**config.mk**
```make
export PLATFORM = sky130hd
export DESIGN_NAME = smtd_ctrl
export DESIGN_NICKNAME = d
export VERILOG_FILES = /design/src/sv/smtd_pkg.sv /design/src/sv/smtd_ctrl.sv
export SDC_FILE = /design/constraint.sdc
export NUM_CORES = 1
export LEC_CHECK = 0
export BUFFER_PORTS_ARGS = -buffer_cell sky130_fd_sc_hd__buf_2
export CAP_MARGIN = 30
export CELL_PAD_IN_SITES_DETAIL_PLACEMENT = 1
export CELL_PAD_IN_SITES_GLOBAL_PLACEMENT = 1
export CORE_MARGIN = 10
export CORE_UTILIZATION = 24
export CTS_CLUSTER_DIAMETER = 50
export DETAILED_ROUTE_END_ITERATION = 16
export HOLD_SLACK_MARGIN = 0.15
export PLACE_DENSITY = 0.76
export SLEW_MARGIN = 10
export SYNTH_ARGS = -nofsm -noshare
export SYNTH_HDL_FRONTEND = slang
export SYNTH_SLANG_ARGS = --single-unit
```
**constraint.sdc**
```tcl
create_clock -name clk -period 1.1 [get_ports clk]
set_input_delay 0.165 -clock clk [delete_from_list [all_inputs] [get_ports clk]]
set_output_delay 0.165 -clock clk [all_outputs]
set_load 0.02 [all_outputs]
```
**src/sv/smtd_pkg.sv**
```systemverilog
// ----------------------------------------------------------------------------
// smtd_pkg
// types, codes and constants shared by the sorted merge with time dedup block
// ----------------------------------------------------------------------------
`default_nettype none

package smtd_pkg;

  localparam int LIST_DEPTH_DEF = 32;
  localparam int DATA_W         = 64;
  localparam int GAP_W          = 32;
  localparam int TOL_W          = 32;
  localparam int TALLY_W        = 7;
  localparam int FUNC_W         = 2;
  localparam int CFG_IDX_W      = 2;
  localparam int CFG_DATA_W     = 32;
  localparam int FRAC_W         = 24;

  localparam logic [TALLY_W-1:0] TALLY_MAX = {TALLY_W{1'b1}};

  localparam logic [FUNC_W-1:0] FUNC_LOAD_EXIST = 2'd0;
  localparam logic [FUNC_W-1:0] FUNC_LOAD_FRESH = 2'd1;
  localparam logic [FUNC_W-1:0] FUNC_RUN        = 2'd2;

  localparam logic [CFG_IDX_W-1:0] CFG_MIN_TIME_GAP   = 2'd0;
  localparam logic [CFG_IDX_W-1:0] CFG_COMPARE_ENABLE = 2'd1;
  localparam logic [CFG_IDX_W-1:0] CFG_TOLERANCE      = 2'd2;

  typedef struct packed {
    logic [FUNC_W-1:0]        func;
    logic signed [DATA_W-1:0] sample_time;
    logic signed [DATA_W-1:0] sample_value;
  } in_t;

  typedef struct packed {
    logic signed [DATA_W-1:0] out_time;
    logic signed [DATA_W-1:0] out_value;
    logic                     out_valid;
    logic [TALLY_W-1:0]       mismatch_count;
    logic                     last;
  } out_t;

  typedef struct packed {
    logic signed [DATA_W-1:0] ptime;
    logic signed [DATA_W-1:0] pval;
  } pair_t;

  typedef enum logic [3:0] {
    ST_IDLE,
    ST_READ,
    ST_PICK,
    ST_TEST,
    ST_MUL_LO,
    ST_MUL_HI,
    ST_CHECK,
    ST_EMIT,
    ST_FINAL
  } state_t;

  typedef struct packed {
    logic accept;
    logic pick;
    logic test;
    logic mul_lo;
    logic mul_hi;
    logic check;
    logic emit;
    logic final_out;
  } cmd_t;

  typedef struct packed {
    logic run_req;
    logic done;
    logic keep;
    logic cmp_en;
    logic out_free;
    logic pend_vld;
  } sts_t;

endpackage

`default_nettype wire

```
**src/sv/smtd_ctrl.sv**
```systemverilog
// ----------------------------------------------------------------------------
// smtd_ctrl
// sequencer for loads and the merge run: read, pick, test, compare, emit
// ----------------------------------------------------------------------------
`default_nettype none

module smtd_ctrl import smtd_pkg::*; (
  input  wire logic clk,
  input  wire logic rst_n,
  input  wire logic in_valid,
  output logic      in_stall,
  input  wire sts_t sts,
  output cmd_t      cmd
);

  state_t state_r;
  state_t state_nxt;

  always_ff @(posedge clk) begin
    if (!rst_n) begin
      state_r <= ST_IDLE;
    end else begin
      state_r <= state_nxt;
    end
  end

  always_comb begin
    state_nxt = state_r;
    unique case (state_r)
      ST_IDLE: begin
        if (in_valid && sts.run_req) state_nxt = ST_READ;
      end
      ST_READ: begin
        state_nxt = sts.done ? ST_FINAL : ST_PICK;
      end
      ST_PICK: begin
        state_nxt = ST_TEST;
      end
      ST_TEST: begin
        if (sts.keep) state_nxt = ST_EMIT;
        else if (sts.cmp_en) state_nxt = ST_MUL_LO;
        else state_nxt = ST_READ;
      end
      ST_MUL_LO: begin
        state_nxt = ST_MUL_HI;
      end
      ST_MUL_HI: begin
        state_nxt = ST_CHECK;
      end
      ST_CHECK: begin
        state_nxt = ST_READ;
      end
      ST_EMIT: begin
        if (sts.out_free || !sts.pend_vld) state_nxt = ST_READ;
      end
      ST_FINAL: begin
        if (sts.out_free) state_nxt = ST_IDLE;
      end
      default: begin
        state_nxt = ST_IDLE;
      end
    endcase
  end

  always_comb begin
    cmd      = '0;
    in_stall = 1'b1;
    unique case (state_r)
      ST_IDLE: begin
        in_stall   = 1'b0;
        cmd.accept = in_valid;
      end
      ST_READ: begin
      end
      ST_PICK: begin
        cmd.pick = 1'b1;
      end
      ST_TEST: begin
        cmd.test = 1'b1;
      end
      ST_MUL_LO: begin
        cmd.mul_lo = 1'b1;
      end
      ST_MUL_HI: begin
        cmd.mul_hi = 1'b1;
      end
      ST_CHECK: begin
        cmd.check = 1'b1;
      end
      ST_EMIT: begin
        cmd.emit = sts.out_free || !sts.pend_vld;
      end
      ST_FINAL: begin
        cmd.final_out = sts.out_free;
      end
      default: begin
      end
    endcase
  end

endmodule

`default_nettype wire

```
==> metrics.txt <==
count of buffers from port buffering=17; # IOs=18; worst slew slack as a fraction of its limit=0.857; number of cells in the design after placement=85; fraction of the mapped netlist area in compound gates=0.207; antenna-violating nets left=0; worst voltage drop across the vdd grid=between 0.8 and 0.9 mV; delay contributed by the slowest stage of the critical path=around 0.55 ns; global route overflow=0; switching power summed over all nets=~0.15 mW; number of nets in the synthesized netlist=between 50 and 60; horizontal die dimension=57.2 microns; CP endpoint kind=primary output; number of flip-flops under the largest register name=4; area added between synthesis and finish=115%; hold bufs inserted after CTS=0; detail-routed via count per cell=a little under 5; final hold vios=0; net total in the final layout=approximately 90; number of register bits inferred by synthesis=4; CTS tree=built; number of buffers created by CTS=3; Clk pin slew, worst setup/hold paths=0.04 ns; leading cell types in the layout, fill and taps excluded=buf_4, buf_2, buf_6; slowest stage cell, crit path=or4_4; Worst-Margin Slew=between 0.2 and 0.25 ns; power per standard cell area=roughly 690 mW/mm^2; first-pass detailed-route iteration total=4; leakage power=0.323 nW; # Max-Cap Violations=0; Setup Skew=between 0.004 and 0.005 ns; unrepaired setup endpoints after global routing=yes; wire length of the first global-routing pass=roughly 2200 microns; endpoints failing setup=12; number of buffer and inverter instances along the worst setup path=1; cell at the root of the clock tree=clkbuf_4; type of the worst min-delay path=in2reg; data required time of the critical path=approximately 0.94 ns; Die Y=~57 microns; achievable clock frequency=0.668 GHz; final RePlAce weighted congestion=roughly 0.74; Post-synth EDFFs=0; cell-by-cell trace of the critical path=or4_4 > nor2_4 > buf_6; detailed-route wire length per cell=~15 microns; post-detail-place hpwl=roughly 1100 microns; largest net degree at the start of global routing=10; final-layout worst hold slack=0.186 ns; row count=13; result of the run=finished, violations left; cell-internal power=around 0.34 mW; overall track demand over capacity in global routing=0.0822; post-route fraction of the period consumed by the critical path=1.36; worst slack at placement=-0.242 ns; area of the core=0.00130 sq mm; xor/xnor share of the synthesized area=0; minimum clock period after layout=1.50 ns; final std cell area, no fill=around 700 sq um; drt initial violations=3; part of the power in combinational logic=0.317; Final WS setup=-0.396 ns; Worst path top cell family by delay=simple AND/OR/NAND/NOR gates; adder-cell share of the synthesized area=0; Clock Sinks=4; arrival time at the worst endpoint=1.33 ns; share of total power in the clock network=0.368; combinational family with the most area after synthesis=simple AND/OR/NAND/NOR gates; number of antenna diodes=0; top fanout value on the critical path=3; mux contribution to synthesized area=0; portion of the post-synthesis area used by sequential elements=0.241; critical path class=reg2out; simple logic cell fraction of the synthesized area=0.429; clock latency on the worst-skew pair=between 0.2 and 0.25 ns; unique cell type count in the Yosys netlist=25; registers with the most flip-flops=state_r (4); number of instances in the synthesized netlist=43; initial antenna violation count=0; Residual DRC=0; largest register by flop count=state_r; number of standard cells in the layout, taps in and fillers out=slightly above 90; share of total power in sequential cells=0.316; maximum buffer depth of the clock tree=2; mean cell area of the mapped netlist=approximately 7.7 sq um; Placed Instance Area=between 500 and 600 sq um; cell area after synthesis=about 330 sq um; full die area=0.00328 sq mm; count of final max-slew check failures=0; Main synth FF type=dfxtp_1; warnings from Yosys=0; number of vias in the routed layout=462; leading cell type in the layout, fill and taps excluded=buf_4; failing checks=negative setup slack; layout cells sized above 1=0.731; level count of the clock H-tree=1; effective utilization at floorplan=0.256; Post-Route WL=between 1000 and 1500 microns; async set or reset register ratio after synthesis=0; startpoint kind of the worst setup timing path=flip-flop; number of global-route vias before repair=around 500; switching part of the total=0.303
-- cell type report --
cell class | instances | area [sq um]
repair buffers | 36 | 268
fillers | 161 | 586
flip-flops and latches | 4 | 85.1
clock buffers | 3 | 22.5
multi-input cells | 31 | 307
well taps | 15 | 18.8
inverters | 4 | 15.0
-- kinds of logic after synthesis --
| group | count (synthesis) |
|---|---|
| AOI/OAI and AO/OA | 9 |
| buffers and inverters | 8 |
| DFF | 4 |
| and+or+nand+nor | 22 |
-- power by group through the flow --
stage	Combinational [mW]	Sequential [mW]	Clock [mW]
6_report	0.155	0.155	0.180
5_1_grt	0.168	0.156	0.199
4_1_cts	0.142	0.157	0.185
3_5_place_dp	0.132	0.159	0
3_3_place_gp	0.127	0.158	0
2_1_floorplan	0.0798	0.156	0
-- worst reg2reg max path, cell delays in order, from the launching register on --
cell and delay [ns]:
dfxtp_2 0.32, buf_4 0.14, nand4b_1 0.20, buf_4 0.17, buf_4 0.12, nor3b_2 0.15, buf_4 0.13, o31a_1 0.12
-- cell usage after synthesis, drive strengths merged, types with 2 or more instances --
master	n	area (sq um)
nor3b	2	15.0
nand2	3	11.3
inv	4	15.0
dfxtp	4	80.1
nor4	2	12.5
a21oi	3	18.8
nor2	3	11.3
nor2b	2	12.5
buf	4	26.3
nand2b	3	18.8
-- timing repair --
action                                  4_1_cts  5_1_grt
buffers inserted                              1        4
endpoints found under the setup margin       12       13
endpoints found under the hold margin         0        0
resized for setup                            11       12
pin swaps                                     3        5
-- path summary, 6_finish.rpt --
path	startpoint	to	slack, ns	depth (start not counted)
setup reg to reg	state_r[3]$_SDFFE_PN0P_	state_r[2]$_SDFFE_PN0P_	-0.31	7
hold / removal	rst_n	state_r[1]$_SDFFE_PN0P_	0.19	2
hold reg to reg	state_r[0]$_SDFFE_PN0P_	state_r[0]$_SDFFE_PN0P_	0.57	1
setup / recovery	state_r[3]$_SDFFE_PN0P_	cmd[7]	-0.40	3
-- metrics by stage --
step                      power [mW]   util  setup TNS, ns
after floorplan                0.236      -         -0.749
after global placement         0.285  0.435          -1.17
after detailed placement       0.291  0.435          -1.37
after CTS                      0.483  0.486          -3.38
after global routing           0.523  0.550          -4.40
final                          0.490  0.550          -3.68
-- per-layer routing --
layer,share of wire,track usage,vias up
met3,0.084,0.0487,2
met5,0,0,-
met4,0.010,0.0201,0
li1,-,-,225
met2,0.55,0.155,19
met1,0.36,0.0723,216
No activity file was read; power rests on OpenSTA's default activity.
